**src/design/asl_pkg.sv**
```systemverilog
package asl_pkg;

    // Lexer modes
    typedef enum logic [2:0] {
        MODE_BEGIN,
        MODE_COMMENT,
        MODE_BIN,
        MODE_DEC,
        MODE_HEX,
        MODE_WORD
    } mode_t;

    // Token kinds
    localparam logic [3:0] KIND_NUM     = 4'd0;
    localparam logic [3:0] KIND_OP      = 4'd1;
    localparam logic [3:0] KIND_COLON   = 4'd2;
    localparam logic [3:0] KIND_COMMA   = 4'd3;
    localparam logic [3:0] KIND_NEWLINE = 4'd4;
    localparam logic [3:0] KIND_OPEN    = 4'd5;
    localparam logic [3:0] KIND_CLOSE   = 4'd6;
    localparam logic [3:0] KIND_WORD    = 4'd7;
    localparam logic [3:0] KIND_END     = 4'd8;
    localparam logic [3:0] KIND_ERROR   = 4'd9;

    // Error kinds
    localparam logic [1:0] ERR_UNKNOWN = 2'd0;
    localparam logic [1:0] ERR_BIN     = 2'd1;
    localparam logic [1:0] ERR_DEC     = 2'd2;
    localparam logic [1:0] ERR_HEX     = 2'd3;

    // Character codes
    localparam logic [7:0] CH_TAB     = 8'h09;
    localparam logic [7:0] CH_NL      = 8'h0A;
    localparam logic [7:0] CH_VT      = 8'h0B;
    localparam logic [7:0] CH_FF      = 8'h0C;
    localparam logic [7:0] CH_CR      = 8'h0D;
    localparam logic [7:0] CH_SPACE   = 8'h20;
    localparam logic [7:0] CH_DOLLAR  = 8'h24;
    localparam logic [7:0] CH_PERCENT = 8'h25;
    localparam logic [7:0] CH_QUOTE   = 8'h27;
    localparam logic [7:0] CH_LPAREN  = 8'h28;
    localparam logic [7:0] CH_RPAREN  = 8'h29;
    localparam logic [7:0] CH_STAR    = 8'h2A;
    localparam logic [7:0] CH_PLUS    = 8'h2B;
    localparam logic [7:0] CH_COMMA   = 8'h2C;
    localparam logic [7:0] CH_MINUS   = 8'h2D;
    localparam logic [7:0] CH_SLASH   = 8'h2F;
    localparam logic [7:0] CH_ZERO    = 8'h30;
    localparam logic [7:0] CH_ONE     = 8'h31;
    localparam logic [7:0] CH_NINE    = 8'h39;
    localparam logic [7:0] CH_COLON   = 8'h3A;
    localparam logic [7:0] CH_SEMI    = 8'h3B;
    localparam logic [7:0] CH_LESS    = 8'h3C;
    localparam logic [7:0] CH_GREATER = 8'h3E;
    localparam logic [7:0] CH_UP_A    = 8'h41;
    localparam logic [7:0] CH_UP_F    = 8'h46;
    localparam logic [7:0] CH_UP_Z    = 8'h5A;
    localparam logic [7:0] CH_CARET   = 8'h5E;
    localparam logic [7:0] CH_UNDER   = 8'h5F;
    localparam logic [7:0] CH_LO_A    = 8'h61;
    localparam logic [7:0] CH_LO_F    = 8'h66;
    localparam logic [7:0] CH_LO_Z    = 8'h7A;
    localparam logic [7:0] CH_TILDE   = 8'h7E;

    // Saturation limits
    localparam logic [23:0] MAX24 = 24'hFFFFFF;
    localparam logic [15:0] MAX16 = 16'hFFFF;

    // Result queue
    localparam int FIFO_DEPTH = 4;

    typedef struct packed {
        logic        last;
        logic [1:0]  err;
        logic [15:0] column;
        logic [23:0] line;
        logic [15:0] length;
        logic [23:0] start;
        logic [31:0] value;
        logic [3:0]  kind;
    } token_t;

endpackage

```
**src/design/assembler_source_lexer.sv**
```systemverilog
// Path: an accepted transaction waits in the input register until the core takes it,
// which needs queue room; its tokens are registered in the queue, then shown on m_tvalid.
// Throughput: one character per cycle while the queue has room; the output side moves one
// token per cycle while m_tready is high, and a four-entry token queue absorbs token pairs.
// Reset: synchronous on aresetn low; clears the queue, lexer mode, halt and counters,
// with the line counter starting at one.
module assembler_source_lexer #(
    parameter int VALUE_BITS = 32,
    parameter int TAB_STOP   = 8
) (
    input  logic         aclk,
    input  logic         aresetn,
    input  logic         s_tvalid,
    output logic         s_tready,
    input  logic [7:0]   s_tdata,   // char_code[7:0]
    input  logic [0:0]   s_tuser,   // end_of_text[0]
    output logic         m_tvalid,
    input  logic         m_tready,
    // token_value[31:0], start_index[55:32], token_length[71:56],
    // line_number[95:72], column_number[111:96]
    output logic [111:0] m_tdata,
    output logic [5:0]   m_tuser,   // token_kind[3:0], error_kind[5:4]
    output logic         m_tlast    // last_of_run
);

    logic            in_valid_reg;
    logic [7:0]      in_char_reg;
    logic            in_eot_reg;
    logic            core_take;
    logic            room;
    logic [1:0]      tok_count;
    asl_pkg::token_t tok0, tok1, out_tok;

    assign core_take = in_valid_reg && room;
    assign s_tready  = !in_valid_reg || core_take;

    // Input register: hold the transaction until the lexer takes it
    always_ff @(posedge aclk) begin
        if (!aresetn) begin
            in_valid_reg <= 1'b0;
        end else if (s_tvalid && s_tready) begin
            in_valid_reg <= 1'b1;
        end else if (core_take) begin
            in_valid_reg <= 1'b0;
        end
    end

    always_ff @(posedge aclk) begin
        if (s_tvalid && s_tready) begin
            in_char_reg <= s_tdata;
            in_eot_reg  <= s_tuser[0];
        end
    end

    asl_lexer_core #(
        .VALUE_BITS (VALUE_BITS),
        .TAB_STOP   (TAB_STOP)
    ) u_core (
        .aclk      (aclk),
        .aresetn   (aresetn),
        .in_take   (core_take),
        .in_char   (in_char_reg),
        .in_eot    (in_eot_reg),
        .tok0      (tok0),
        .tok1      (tok1),
        .tok_count (tok_count)
    );

    asl_token_fifo u_fifo (
        .aclk      (aclk),
        .aresetn   (aresetn),
        .wr_count  (tok_count),
        .wr_tok0   (tok0),
        .wr_tok1   (tok1),
        .room      (room),
        .out_valid (m_tvalid),
        .out_ready (m_tready),
        .out_tok   (out_tok)
    );

    // Pack the result transaction
    assign m_tdata = {out_tok.column, out_tok.line, out_tok.length,
                      out_tok.start, out_tok.value};
    assign m_tuser = {out_tok.err, out_tok.kind};
    assign m_tlast = out_tok.last;

endmodule

```
**src/design/asl_lexer_core.sv**
```systemverilog
module asl_lexer_core #(
    parameter int VALUE_BITS = 32,
    parameter int TAB_STOP   = 8
) (
    input  logic            aclk,
    input  logic            aresetn,
    input  logic            in_take,
    input  logic [7:0]      in_char,
    input  logic            in_eot,
    output asl_pkg::token_t tok0,
    output asl_pkg::token_t tok1,
    output logic [1:0]      tok_count
);

    localparam int PW = $clog2(TAB_STOP);
    localparam logic [PW-1:0] PH_LAST = PW'(TAB_STOP - 1);
    localparam logic [PW-1:0] PH_SAT  = PW'(65535 % TAB_STOP);

    asl_pkg::mode_t        mode_reg, mode_next;
    logic                  halted_reg, halted_next;
    logic [3:0]            open_kind_reg, open_kind_next;
    logic [VALUE_BITS-1:0] open_value_reg, open_value_next;
    logic [23:0]           open_start_reg, open_start_next;
    logic [15:0]           open_length_reg, open_length_next;
    logic [23:0]           open_line_reg, open_line_next;
    logic [15:0]           open_column_reg, open_column_next;
    logic [23:0]           char_index_reg, char_index_next;
    logic [23:0]           line_count_reg, line_count_next;
    logic [15:0]           column_count_reg, column_count_next;
    logic [PW-1:0]         phase_reg, phase_next;

    // Character classes
    logic is_dig, is_lo_hex, is_up_hex, is_alpha, is_alnum, is_xdig;
    logic is_sep, is_space, is_op, is_tab, is_nl;
    logic [3:0] digit;

    assign is_dig    = (in_char >= asl_pkg::CH_ZERO) && (in_char <= asl_pkg::CH_NINE);
    assign is_lo_hex = (in_char >= asl_pkg::CH_LO_A) && (in_char <= asl_pkg::CH_LO_F);
    assign is_up_hex = (in_char >= asl_pkg::CH_UP_A) && (in_char <= asl_pkg::CH_UP_F);
    assign is_alpha  = ((in_char >= asl_pkg::CH_LO_A) && (in_char <= asl_pkg::CH_LO_Z)) ||
                       ((in_char >= asl_pkg::CH_UP_A) && (in_char <= asl_pkg::CH_UP_Z));
    assign is_alnum  = is_dig || is_alpha;
    assign is_xdig   = is_dig || is_lo_hex || is_up_hex;
    assign is_sep    = (in_char == asl_pkg::CH_UNDER) || (in_char == asl_pkg::CH_QUOTE);
    assign is_tab    = (in_char == asl_pkg::CH_TAB);
    assign is_nl     = (in_char == asl_pkg::CH_NL);
    assign is_space  = (in_char == asl_pkg::CH_SPACE) || is_tab ||
                       (in_char == asl_pkg::CH_VT) || (in_char == asl_pkg::CH_FF) ||
                       (in_char == asl_pkg::CH_CR);
    assign is_op     = (in_char == asl_pkg::CH_STAR) || (in_char == asl_pkg::CH_PLUS) ||
                       (in_char == asl_pkg::CH_MINUS) || (in_char == asl_pkg::CH_SLASH) ||
                       (in_char == asl_pkg::CH_LESS) || (in_char == asl_pkg::CH_GREATER) ||
                       (in_char == asl_pkg::CH_CARET) || (in_char == asl_pkg::CH_TILDE);
    // letters a-f and A-F have low nibble 1..6
    assign digit     = is_dig ? in_char[3:0] : (in_char[3:0] + 4'd9);

    // Column of this character, tabs expanded through the tracked phase
    logic [16:0]   tab_sum;
    logic          tab_clamp;
    logic [15:0]   col, nextcol;
    logic [PW-1:0] col_phase, next_phase;

    assign tab_sum    = 17'(column_count_reg) - 17'(phase_reg) + 17'(TAB_STOP - 1);
    assign tab_clamp  = tab_sum > 17'(asl_pkg::MAX16);
    assign col        = !is_tab ? column_count_reg :
                        (tab_clamp ? asl_pkg::MAX16 : tab_sum[15:0]);
    assign col_phase  = !is_tab ? phase_reg : (tab_clamp ? PH_SAT : PH_LAST);
    assign nextcol    = (col == asl_pkg::MAX16) ? col : col + 16'd1;
    assign next_phase = (col == asl_pkg::MAX16) ? PH_SAT :
                        ((col_phase == PH_LAST) ? '0 : col_phase + PW'(1));

    // Saturating increments and number accumulate
    logic [23:0]           line_inc, index_inc;
    logic [15:0]           length_inc;
    logic [VALUE_BITS-1:0] acc_shift, acc_value;
    logic [63:0]           open_value_ext;
    logic                  digit_ok;
    logic [1:0]            num_err;

    assign line_inc   = (line_count_reg == asl_pkg::MAX24) ? line_count_reg
                                                           : line_count_reg + 24'd1;
    assign index_inc  = (char_index_reg == asl_pkg::MAX24) ? char_index_reg
                                                           : char_index_reg + 24'd1;
    assign length_inc = (open_length_reg == asl_pkg::MAX16) ? open_length_reg
                                                            : open_length_reg + 16'd1;
    assign open_value_ext = 64'(open_value_reg);

    always_comb begin
        case (mode_reg)
            asl_pkg::MODE_BIN: begin
                acc_shift = open_value_reg << 1;
                digit_ok  = (in_char == asl_pkg::CH_ZERO) || (in_char == asl_pkg::CH_ONE);
                num_err   = asl_pkg::ERR_BIN;
            end
            asl_pkg::MODE_DEC: begin
                acc_shift = (open_value_reg << 3) + (open_value_reg << 1);
                digit_ok  = is_dig;
                num_err   = asl_pkg::ERR_DEC;
            end
            default: begin
                acc_shift = open_value_reg << 4;
                digit_ok  = is_xdig;
                num_err   = asl_pkg::ERR_HEX;
            end
        endcase
    end

    assign acc_value = acc_shift + VALUE_BITS'(digit);

    // One lexer step per taken transaction
    logic            closed, reprocess, begin_emit;
    asl_pkg::token_t begin_tok;

    always_comb begin
        mode_next         = mode_reg;
        halted_next       = halted_reg;
        open_kind_next    = open_kind_reg;
        open_value_next   = open_value_reg;
        open_start_next   = open_start_reg;
        open_length_next  = open_length_reg;
        open_line_next    = open_line_reg;
        open_column_next  = open_column_reg;
        char_index_next   = char_index_reg;
        line_count_next   = line_count_reg;
        column_count_next = column_count_reg;
        phase_next        = phase_reg;
        tok0              = '0;
        tok1              = '0;
        tok_count         = 2'd0;
        closed            = 1'b0;
        reprocess         = 1'b0;
        begin_emit        = 1'b0;
        begin_tok         = '0;

        if (in_take && !halted_reg) begin
            if (in_eot) begin
                // trailing newline and end token, then halt
                tok0.kind   = asl_pkg::KIND_NEWLINE;
                tok0.start  = char_index_reg;
                tok0.line   = line_inc;
                tok1.kind   = asl_pkg::KIND_END;
                tok1.start  = char_index_reg;
                tok1.line   = line_inc;
                tok_count   = 2'd2;
                halted_next = 1'b1;
            end else begin
                char_index_next   = index_inc;
                column_count_next = nextcol;
                phase_next        = next_phase;

                case (mode_reg)
                    asl_pkg::MODE_COMMENT: begin
                        if (is_nl) begin
                            line_count_next   = line_inc;
                            column_count_next = '0;
                            phase_next        = '0;
                            mode_next         = asl_pkg::MODE_BEGIN;
                        end
                    end
                    asl_pkg::MODE_BIN, asl_pkg::MODE_DEC, asl_pkg::MODE_HEX: begin
                        if (is_alnum && !digit_ok) begin
                            tok0.kind   = asl_pkg::KIND_ERROR;
                            tok0.start  = char_index_reg;
                            tok0.length = 16'd1;
                            tok0.line   = line_count_reg;
                            tok0.column = col;
                            tok0.err    = num_err;
                            tok_count   = 2'd1;
                            halted_next = 1'b1;
                        end else if (is_sep) begin
                            open_length_next = length_inc;
                        end else if (is_xdig) begin
                            open_length_next = length_inc;
                            open_value_next  = acc_value;
                        end else begin
                            tok0.kind   = open_kind_reg;
                            tok0.value  = open_value_ext[31:0];
                            tok0.start  = open_start_reg;
                            tok0.length = open_length_reg;
                            tok0.line   = open_line_reg;
                            tok0.column = open_column_reg;
                            tok_count   = 2'd1;
                            closed      = 1'b1;
                            reprocess   = 1'b1;
                            mode_next   = asl_pkg::MODE_BEGIN;
                        end
                    end
                    asl_pkg::MODE_WORD: begin
                        if (is_alnum || (in_char == asl_pkg::CH_UNDER)) begin
                            open_length_next = length_inc;
                        end else begin
                            tok0.kind   = open_kind_reg;
                            tok0.start  = open_start_reg;
                            tok0.length = open_length_reg;
                            tok0.line   = open_line_reg;
                            tok0.column = open_column_reg;
                            tok_count   = 2'd1;
                            closed      = 1'b1;
                            reprocess   = 1'b1;
                            mode_next   = asl_pkg::MODE_BEGIN;
                        end
                    end
                    default: begin
                        reprocess = 1'b1;
                        mode_next = asl_pkg::MODE_BEGIN;
                    end
                endcase

                // start a new token with this character
                if (reprocess && !is_space) begin
                    open_start_next  = char_index_reg;
                    open_line_next   = line_count_reg;
                    open_column_next = col;
                    open_length_next = 16'd1;
                    open_value_next  = '0;
                    begin_tok.start  = char_index_reg;
                    begin_tok.length = 16'd1;
                    begin_tok.line   = line_count_reg;
                    begin_tok.column = col;
                    if (in_char == asl_pkg::CH_DOLLAR) begin
                        open_kind_next = asl_pkg::KIND_NUM;
                        mode_next      = asl_pkg::MODE_HEX;
                    end else if (in_char == asl_pkg::CH_PERCENT) begin
                        open_kind_next = asl_pkg::KIND_NUM;
                        mode_next      = asl_pkg::MODE_BIN;
                    end else if (is_dig) begin
                        open_kind_next  = asl_pkg::KIND_NUM;
                        mode_next       = asl_pkg::MODE_DEC;
                        open_value_next = VALUE_BITS'(digit);
                    end else if (is_op) begin
                        begin_emit      = 1'b1;
                        begin_tok.kind  = asl_pkg::KIND_OP;
                        begin_tok.value = 32'(in_char);
                    end else if (in_char == asl_pkg::CH_COLON) begin
                        begin_emit     = 1'b1;
                        begin_tok.kind = asl_pkg::KIND_COLON;
                    end else if (in_char == asl_pkg::CH_COMMA) begin
                        begin_emit     = 1'b1;
                        begin_tok.kind = asl_pkg::KIND_COMMA;
                    end else if (is_nl) begin
                        begin_emit        = 1'b1;
                        begin_tok.kind    = asl_pkg::KIND_NEWLINE;
                        line_count_next   = line_inc;
                        column_count_next = '0;
                        phase_next        = '0;
                    end else if (in_char == asl_pkg::CH_LPAREN) begin
                        begin_emit     = 1'b1;
                        begin_tok.kind = asl_pkg::KIND_OPEN;
                    end else if (in_char == asl_pkg::CH_RPAREN) begin
                        begin_emit     = 1'b1;
                        begin_tok.kind = asl_pkg::KIND_CLOSE;
                    end else if (in_char == asl_pkg::CH_SEMI) begin
                        begin_emit     = 1'b1;
                        begin_tok.kind = asl_pkg::KIND_NEWLINE;
                        mode_next      = asl_pkg::MODE_COMMENT;
                    end else if ((in_char == asl_pkg::CH_UNDER) || is_alpha) begin
                        open_kind_next = asl_pkg::KIND_WORD;
                        mode_next      = asl_pkg::MODE_WORD;
                    end else begin
                        begin_emit     = 1'b1;
                        begin_tok.kind = asl_pkg::KIND_ERROR;
                        begin_tok.err  = asl_pkg::ERR_UNKNOWN;
                        halted_next    = 1'b1;
                    end
                end

                // place the new token behind a closed one
                if (begin_emit) begin
                    if (closed) begin
                        tok1      = begin_tok;
                        tok_count = 2'd2;
                    end else begin
                        tok0      = begin_tok;
                        tok_count = 2'd1;
                    end
                end
            end
        end

        // mark the final token of this transaction
        case (tok_count)
            2'd1:    tok0.last = 1'b1;
            2'd2:    tok1.last = 1'b1;
            default: ;
        endcase
    end

    always_ff @(posedge aclk) begin
        if (!aresetn) begin
            mode_reg         <= asl_pkg::MODE_BEGIN;
            halted_reg       <= 1'b0;
            open_kind_reg    <= '0;
            open_value_reg   <= '0;
            open_start_reg   <= '0;
            open_length_reg  <= '0;
            open_line_reg    <= '0;
            open_column_reg  <= '0;
            char_index_reg   <= '0;
            line_count_reg   <= 24'd1;
            column_count_reg <= '0;
            phase_reg        <= '0;
        end else begin
            mode_reg         <= mode_next;
            halted_reg       <= halted_next;
            open_kind_reg    <= open_kind_next;
            open_value_reg   <= open_value_next;
            open_start_reg   <= open_start_next;
            open_length_reg  <= open_length_next;
            open_line_reg    <= open_line_next;
            open_column_reg  <= open_column_next;
            char_index_reg   <= char_index_next;
            line_count_reg   <= line_count_next;
            column_count_reg <= column_count_next;
            phase_reg        <= phase_next;
        end
    end

    // A halted lexer stays silent until reset
    a_halt_silent: assert property (@(posedge aclk) disable iff (!aresetn)
        halted_reg |-> (tok_count == 2'd0))
        else $error("tokens produced while halted");

    a_halt_sticky: assert property (@(posedge aclk) disable iff (!aresetn)
        halted_reg |=> halted_reg)
        else $error("halt released without reset");

    a_eot_pair: assert property (@(posedge aclk) disable iff (!aresetn)
        (in_take && in_eot && !halted_reg) |->
        (tok_count == 2'd2 && tok1.kind == asl_pkg::KIND_END && tok1.last))
        else $error("end of text did not give newline and end tokens");

endmodule

```
**src/design/asl_token_fifo.sv**
```systemverilog
module asl_token_fifo (
    input  logic            aclk,
    input  logic            aresetn,
    input  logic [1:0]      wr_count,
    input  asl_pkg::token_t wr_tok0,
    input  asl_pkg::token_t wr_tok1,
    output logic            room,
    output logic            out_valid,
    input  logic            out_ready,
    output asl_pkg::token_t out_tok
);

    localparam int AW = $clog2(asl_pkg::FIFO_DEPTH);
    localparam int CW = AW + 1;

    asl_pkg::token_t mem [asl_pkg::FIFO_DEPTH];
    logic [AW-1:0]   wr_ptr_reg, wr_ptr_next;
    logic [AW-1:0]   rd_ptr_reg, rd_ptr_next;
    logic [CW-1:0]   count_reg, count_next;
    logic            pop;

    assign out_valid = (count_reg != '0);
    assign out_tok   = mem[rd_ptr_reg];
    assign pop       = out_valid && out_ready;
    // space for a full pair of tokens after this cycle's read
    assign room      = (count_reg - CW'(pop)) <= CW'(asl_pkg::FIFO_DEPTH - 2);

    assign wr_ptr_next = wr_ptr_reg + AW'(wr_count);
    assign rd_ptr_next = rd_ptr_reg + AW'(pop);
    assign count_next  = count_reg + CW'(wr_count) - CW'(pop);

    // Store up to two tokens per cycle
    always_ff @(posedge aclk) begin
        if (wr_count != 2'd0) begin
            mem[wr_ptr_reg] <= wr_tok0;
        end
        if (wr_count == 2'd2) begin
            mem[wr_ptr_reg + AW'(1)] <= wr_tok1;
        end
    end

    always_ff @(posedge aclk) begin
        if (!aresetn) begin
            wr_ptr_reg <= '0;
            rd_ptr_reg <= '0;
            count_reg  <= '0;
        end else begin
            wr_ptr_reg <= wr_ptr_next;
            rd_ptr_reg <= rd_ptr_next;
            count_reg  <= count_next;
        end
    end

    a_fill_bound: assert property (@(posedge aclk) disable iff (!aresetn)
        ((CW + 1)'(count_reg) + (CW + 1)'(wr_count) - (CW + 1)'(pop))
        <= (CW + 1)'(asl_pkg::FIFO_DEPTH))
        else $error("token queue overflow");

endmodule
```
**config.mk**
```make
export PLATFORM = sky130hd
export DESIGN_NAME = assembler_source_lexer
export DESIGN_NICKNAME = d
export VERILOG_FILES = /design/src/design/asl_pkg.sv /design/src/design/assembler_source_lexer.sv /design/src/design/asl_lexer_core.sv /design/src/design/asl_token_fifo.sv
export SDC_FILE = /design/constraint.sdc
export NUM_CORES = 1
export LEC_CHECK = 0
export BUFFER_PORTS_ARGS = -buffer_cell sky130_fd_sc_hd__buf_2
export CAP_MARGIN = 25
export CELL_PAD_IN_SITES_DETAIL_PLACEMENT = 1
export CELL_PAD_IN_SITES_GLOBAL_PLACEMENT = 2
export CORE_ASPECT_RATIO = 1.25
export CORE_MARGIN = 1.5
export CORE_UTILIZATION = 45
export CTS_CLUSTER_SIZE = 28
export DETAILED_ROUTE_END_ITERATION = 12
export PLACE_DENSITY_LB_ADDON = 0.1
export SLEW_MARGIN = 20
export SYNTH_ARGS = -nofsm -noshare
export SYNTH_HDL_FRONTEND = slang
export SYNTH_SLANG_ARGS = --single-unit
```
**constraint.sdc**
```tcl
create_clock -name aclk -period 7.85 [get_ports aclk]
set_input_delay 0.785 -clock aclk [delete_from_list [all_inputs] [get_ports aclk]]
set_output_delay 0.785 -clock aclk [all_outputs]
set_load 0.01 [all_outputs]
```
==> metrics.log, run 1 <==
INFO  metric grt_first_pass_wirelength = 179 mm
INFO  metric largest_register_ffs = 476
INFO  metric synthFlopType = sky130_fd_sc_hd__dfxtp_1
INFO  metric cap_viol_max_count = 0
INFO  metric reg_to_reg_slack_setup = 2.24 ns
INFO  metric worstSetupEndpointType = register
INFO  metric yosys.cell_types.count = 102
INFO  metric ant_nets = 0
INFO  metric fp.coreArea = 76300 um^2
INFO  metric flip_flop_and_latch_count_after_synthesis = 677
INFO  metric wire_per_inst = 26.3 um
INFO  metric report.final.slew_viol_count = 0
INFO  metric cts_max_level = 3
INFO  metric timing.hold.worst_path_depth = 1
INFO  metric gp_congestion = 0.852
INFO  metric finalCriticalPeriod = 5.61 ns
INFO  metric synthTopCellsByCount = sky130_fd_sc_hd__nand2_1, sky130_fd_sc_hd__dfxtp_1, sky130_fd_sc_hd__edfxtp_1
INFO  metric post_synth_instance_area = 34800 um^2
INFO  metric holdPathEnd = in_char_reg[0]
INFO  metric numPlacedInstances = 4238
INFO  metric yosysMostFrequentCell = sky130_fd_sc_hd__nand2_1
INFO  metric type_of_element_launching_the_critical_path = register
INFO  metric synth.largest_area_cell = sky130_fd_sc_hd__edfxtp_1
INFO  metric combPwrFrac = 22.0%
INFO  metric layout-drive-gt1-share = 14.8%
INFO  metric internal_power = 0.00665 W
INFO  metric cts_buffer_depth = 3
INFO  metric cts.reportedPaths.clkPinSlew = 0.06 ns
INFO  metric first_global_vias = 30400
INFO  metric power.leakage = 12.6 nW
INFO  metric drt_wirelength = 115 mm
INFO  metric cts_made_buffers = 72
INFO  metric worstSkewPairLatency = 0.64 ns
INFO  metric netSwitchingFraction = 31.2%
INFO  metric hold_buffers = 0
INFO  metric synth_enable_flop_cells = 321
INFO  metric powerDensity = 250 nW/um^2
INFO  metric holdWs = 0.343 ns
INFO  metric syn_inst = 3363
INFO  metric yosysWarnings = 0
INFO  metric skew = 0.0261 ns
INFO  metric drtPass1Iterations = 7
INFO  metric rsz0062_at_grt = no
INFO  metric largest_net_degree_at_the_start_of_global_routing = 121
INFO  metric detailedPlacementHpwl = 72.9 mm
INFO  metric overflow = 0
INFO  metric drt_iter0_markers = 1863
INFO  metric place.port_buffers = 133
INFO  metric die_footprint = 79100 um^2
INFO  metric worst_pin_slew = 1.17 ns
INFO  metric worst-path-max-fanout = 44
INFO  metric pwr-share-clk = 36.0%
INFO  metric fin_setup_tns = 0 ns
INFO  metric num_rows = 113
INFO  metric report.final.setup_viol = 0
INFO  metric post-cts-setup-buffer-count = 0
INFO  metric p_switching = 0.00301 W
INFO  metric ys_top_cells_by_area = sky130_fd_sc_hd__edfxtp_1, sky130_fd_sc_hd__dfxtp_1, sky130_fd_sc_hd__mux4_2
INFO  metric share_seq_of_total_power = 42.0%
INFO  metric part_of_the_yosys_area_used_for_sequential_elements = 48.1%
INFO  metric share_of_the_core_filled_with_cells = 50.6%
INFO  metric clock-root-buffer = sky130_fd_sc_hd__clkbuf_16
INFO  metric die_w = 252 um
INFO  metric timing.critical_path.required = 8.18 ns
INFO  metric initial_antenna_violation_count = 5
INFO  metric cts.sinks = 677
INFO  metric track_usage = 29.0%
INFO  metric max-slew-margin-rel = 22.1%
INFO  metric number_of_nets_in_the_finished_design = 3426
INFO  metric die_height = 314 um
INFO  metric start_util = 45.6%
INFO  metric via_count = 28700
INFO  metric max-vdd-ir-drop = 233 uV
INFO  metric layout_worst_path_cycle_share = 71.5%
INFO  metric hold_viol = 0
INFO  metric tritoncts_clock_tree = yes
INFO  metric crit_type = register to register
INFO  metric number_of_cells_on_the_worst_reg_to_reg_path = 17
INFO  metric routed_via_density = 6.56
INFO  metric postCtsResizedCells = 0
INFO  metric synthToLayoutAreaGrowth = 11.0%
INFO  metric cp_data_arrival_time = 5.95 ns
INFO  metric synth.avg_cell_area = 10.4 um^2
INFO  metric worstHoldStart = s_tdata[0]
INFO  metric synth-async-reset-ratio = 0%
INFO  metric outcome = finished, final reports clean
INFO  metric synth_fp_nets = 3447
INFO  metric r2r-start = in_char_reg[1]
INFO  metric ioPinCount = 134
INFO  metric drc_errors = 0
INFO  metric synth_top_cell_area_share = 27.7%
INFO  metric rr_endpoint = u_fifo.mem[1][115]
INFO  metric hold_path.class = input pin to register
INFO  metric timing_limited_maximum_frequency = 178 MHz
INFO  metric finalNonFillerCells = 4379
==> layout by cell type, fill, tap and decap left out, drive strengths merged, types with 19 or more instances in the layout <==
| cell | n |
|---|---|
| dfxtp | 356 |
| or3 | 27 |
| ha | 67 |
| nand2 | 394 |
| buf | 196 |
| nand4 | 24 |
| a32o | 152 |
| inv | 51 |
| o21ai | 157 |
| nand3 | 68 |
| mux4 | 119 |
| nor3 | 62 |
| a21oi | 231 |
| nor2 | 186 |
| and2 | 32 |
| clkbuf | 101 |
| edfxtp | 321 |
| and3 | 39 |
| o22ai | 295 |
| a21boi | 24 |
| clkinv | 23 |
| a22oi | 46 |
| a21o | 19 |
| xor2 | 52 |
| a31oi | 26 |
| xnor2 | 64 |
==> worst max-delay path by stage <==
stage	start	end	slack [ns]	cells past startpoint
after floorplan	in_char_reg[1]	u_fifo.mem[2][0]	2.76	17
after global placement	in_char_reg[1]	u_fifo.mem[3][43]	1.65	17
after detailed placement	in_char_reg[1]	u_fifo.mem[3][43]	2.19	17
after CTS	in_char_reg[1]	u_fifo.mem[3][42]	2.16	17
after global routing	in_char_reg[1]	u_fifo.mem[1][111]	1.83	17
final	in_char_reg[1]	u_fifo.mem[1][115]	2.24	17
==> power groups by stage <==
stage / logic (W) / registers, W / clock network [W]
final: 0.00213 / 0.00405 / 0.00347
after global routing: 0.00226 / 0.00407 / 0.00364
after CTS: 0.00213 / 0.00405 / 0.00353
after detailed placement: 0.00213 / 0.00413 / 0
after global placement: 0.00209 / 0.00411 / 0
after floorplan: 0.00136 / 0.00406 / 0
==> worst max-delay path, cell delays in order (launching register included) <==
cell,delay (ns)
sky130_fd_sc_hd__edfxtp_1,0.49
sky130_fd_sc_hd__inv_1,0.18
sky130_fd_sc_hd__ha_1,0.37
sky130_fd_sc_hd__o21bai_1,0.15
sky130_fd_sc_hd__nand4_1,0.13
sky130_fd_sc_hd__nand2_2,0.16
sky130_fd_sc_hd__inv_2,0.20
sky130_fd_sc_hd__nor2b_1,0.12
sky130_fd_sc_hd__mux2_2,0.30
sky130_fd_sc_hd__nand3_2,0.29
sky130_fd_sc_hd__o211ai_2,0.20
sky130_fd_sc_hd__o21ai_4,0.28
sky130_fd_sc_hd__nor3b_4,0.07
sky130_fd_sc_hd__buf_4,0.33
sky130_fd_sc_hd__nor2_4,0.17
sky130_fd_sc_hd__buf_4,0.51
sky130_fd_sc_hd__clkinv_2,0.74
sky130_fd_sc_hd__buf_4,0.53
==> per-stage QoR <==
| stage | power [W] | worst slack, ns | instance area [um^2] |
|---|---|---|---|
| CTS | 0.00972 | 2.16 | 38500 |
| finish | 0.00965 | 2.24 | 38700 |
| global placement | 0.00620 | 1.65 | 36000 |
| global route | 0.00997 | 1.83 | 38700 |
| floorplan | 0.00542 | 2.76 | 34800 |
| detailed placement | 0.00626 | 2.19 | 36100 |
==> cell type report <==
class,instances,area [um^2]
Fill cell,8164,37700
Multi-Input combinational cell,2346,16800
Sequential cell,677,16800
Clock buffer,101,2020
Timing Repair Buffer,196,1320
Tap cell,977,1220
Clock inverter,31,347
Inverter,49,191
Antenna cell,2,5.00
==> logic make-up (layout without fill, tap and decap cells) <==
family / Yosys count / count (layout) / synth area share (%)
buf+inv: 340 / 377 / 4.01
simple gates: 927 / 927 / 12.7
mux: 134 / 134 / 8.13
compound gates: 1098 / 1098 / 21.5
fa+ha+maj: 71 / 71 / 2.64
flops: 677 / 677 / 48.1
other cells: 0 / 2 / 0
xor+xnor: 116 / 116 / 2.92
==> layer usage <==
metal | vias up | share of wire [%] | GRT usage, %
li1 | 13000 | - | -
met4 | 4 | 2.6 | 10.2
met1 | 14700 | 41 | 35.8
met5 | - | 0.023 | 0
met2 | 829 | 52 | 52.2
met3 | 210 | 4.9 | 3.32
Note: power is estimated with default switching activity, not from simulation.
==> run 2, diff against run 1 <==
Settings changed: CORE_UTILIZATION 45 to 37.
Clock period 7.85 ns to 4.5 ns, I/O delays scaled along.
==> run 2 against run 1 <==
Against the previous run:
- setup slack worse by 2.0 ns
- cell count up 7.1%
- combinational power up 84%
==> metrics.log, run 2 (synthesis results as in run 1) <==
INFO  metric ant_nets = 0
INFO  metric worst-path-max-fanout = 78
INFO  metric die_height = 346 um
INFO  metric reg_to_reg_slack_setup = 0.25 ns
INFO  metric cp_data_arrival_time = 4.50 ns
INFO  metric grt_first_pass_wirelength = 191 mm
INFO  metric synthToLayoutAreaGrowth = 14.4%
INFO  metric drt_wirelength = 124 mm
INFO  metric powerDensity = 439 nW/um^2
INFO  metric number_of_nets_in_the_finished_design = 3505
INFO  metric cts.sinks = 677
INFO  metric drtPass1Iterations = 5
INFO  metric skew = 0.0475 ns
INFO  metric num_rows = 125
INFO  metric finalCriticalPeriod = 4.25 ns
INFO  metric finalNonFillerCells = 4692
INFO  metric hold_path.class = input pin to register
INFO  metric crit_type = register to register
INFO  metric hold_viol = 0
INFO  metric gp_congestion = 0.876
INFO  metric largest_net_degree_at_the_start_of_global_routing = 97
INFO  metric ioPinCount = 134
INFO  metric overflow = 0
INFO  metric die_footprint = 96000 um^2
INFO  metric tritoncts_clock_tree = yes
INFO  metric first_global_vias = 31000
INFO  metric layout-drive-gt1-share = 17.4%
INFO  metric max-slew-margin-rel = 27.6%
INFO  metric hold_buffers = 0
INFO  metric detailedPlacementHpwl = 79.0 mm
INFO  metric cts_made_buffers = 76
INFO  metric drc_errors = 0
INFO  metric layout_commonest_cell = sky130_fd_sc_hd__nand2_1
INFO  metric report.final.slew_viol_count = 0
INFO  metric track_usage = 25.6%
INFO  metric clock-root-buffer = sky130_fd_sc_hd__clkbuf_16
INFO  metric layout_worst_path_cycle_share = 94.5%
INFO  metric fin_area = 39800 um^2
INFO  metric layout_common_cells = sky130_fd_sc_hd__nand2_1, sky130_fd_sc_hd__dfxtp_1, sky130_fd_sc_hd__edfxtp_1
INFO  metric outcome = finished, final reports clean
INFO  metric cts.reportedPaths.clkPinSlew = 0.06 ns
INFO  metric cts_buffer_depth = 3
INFO  metric start_util = 37.4%
INFO  metric cts_max_level = 3
INFO  metric fp.coreArea = 93100 um^2
INFO  metric worstSetupEndpointType = register
INFO  metric drt_iter0_markers = 1742
INFO  metric power.leakage = 13.1 nW
INFO  metric fin_setup_tns = 0 ns
INFO  metric share_of_the_core_filled_with_cells = 42.8%
INFO  metric numPlacedInstances = 4545
INFO  metric place.port_buffers = 133
INFO  metric worstSkewPairLatency = 0.66 ns
INFO  metric p_total = 0.0175 W
INFO  metric timing.critical_path.required = 4.75 ns
INFO  metric n_fill_cell = 10100
INFO  metric routed_via_density = 6.17
INFO  metric initial_antenna_violation_count = 2
INFO  metric max-vdd-ir-drop = 242 uV
INFO  metric largest_register_ffs = 476
INFO  metric worst_pin_slew = 1.08 ns
INFO  metric wire_per_inst = 26.5 um
INFO  metric placement.cell_area = 37100 um^2
INFO  metric type_of_element_launching_the_critical_path = register
INFO  metric die_w = 277 um
INFO  metric cap_viol_max_count = 0
INFO  metric via_count = 29000
INFO  metric timing_limited_maximum_frequency = 235 MHz
INFO  metric report.final.setup_viol = 0
INFO  metric rsz0062_at_grt = no
run 2: power breakdown:
group / switching (W) / internal [W]
registers: 0.000191 / 0.00685
logic: 0.00260 / 0.00131
clock network: 0.00275 / 0.00379
total: 0.00555 / 0.0120
run 2: repair_timing:
item | CTS | global route
endpoints found under the setup margin | 0 | 35
gates resized for setup | 0 | 15
hold endpoints to repair | 0 | 0
buffers inserted | 0 | 3
run 2: layout make-up:
class	count	area [um^2]	share of cell area, %
tap	1206	1510	3.79
clock inverter	46	566	1.42
inverter	49	204	0.512
multi-input combinational	2346	16900	42.3
antenna	1	2.50	0.00628
clock buffer	96	2050	5.14
timing repair buffer	271	1870	4.70
sequential	677	16800	42.1
run 2: critical path: stages, from the launching register on:
cell and delay (ns):
sky130_fd_sc_hd__edfxtp_1 0.52, sky130_fd_sc_hd__inv_1 0.17, sky130_fd_sc_hd__ha_1 0.18, sky130_fd_sc_hd__or4b_4 0.49
sky130_fd_sc_hd__o21ai_1 0.28, sky130_fd_sc_hd__o2111ai_2 0.22, sky130_fd_sc_hd__a21oi_4 0.24, sky130_fd_sc_hd__o211ai_4 0.16
sky130_fd_sc_hd__nor2_4 0.17, sky130_fd_sc_hd__a21oi_2 0.09, sky130_fd_sc_hd__nor2_4 0.16, sky130_fd_sc_hd__inv_2 0.12
sky130_fd_sc_hd__nor3b_2 0.21, sky130_fd_sc_hd__buf_4 0.20, sky130_fd_sc_hd__nor2_4 0.06, sky130_fd_sc_hd__clkinvlp_4 0.07
sky130_fd_sc_hd__buf_12 0.40
run 2: per-stage QoR:
| stage | setup WS, ns | hold slack [ns] |
|---|---|---|
| after floorplan | 0.00942 | 0.425 |
| after global routing | 0.0266 | 0.0378 |
| after global placement | 0.189 | 0.440 |
| final | 0.248 | 0.0649 |
| after CTS | 0.0611 | 0.0187 |
| after detailed placement | 0.0787 | 0.450 |
run 2: path summary, 6_finish.rpt:
path,end,depth (start not counted),startpoint
worst max-delay path,u_fifo.mem[3][114],16,in_char_reg[0]
worst min register to register,u_core.open_start_reg[7],2,u_core.open_start_reg[7]
worst min-delay path,in_char_reg[1],1,s_tdata[1]
worst max register to register,u_fifo.mem[3][114],16,in_char_reg[0]
run 2: routing by layer:
metal | vias up | GRT usage (%) | part of all wire (%)
met1 | 15000 | 30.5 | 41
li1 | 13100 | - | -
met4 | 2 | 7.92 | 2.6
met5 | - | 0 | 0.010
met2 | 670 | 47.6 | 53
met3 | 180 | 2.94 | 3.9
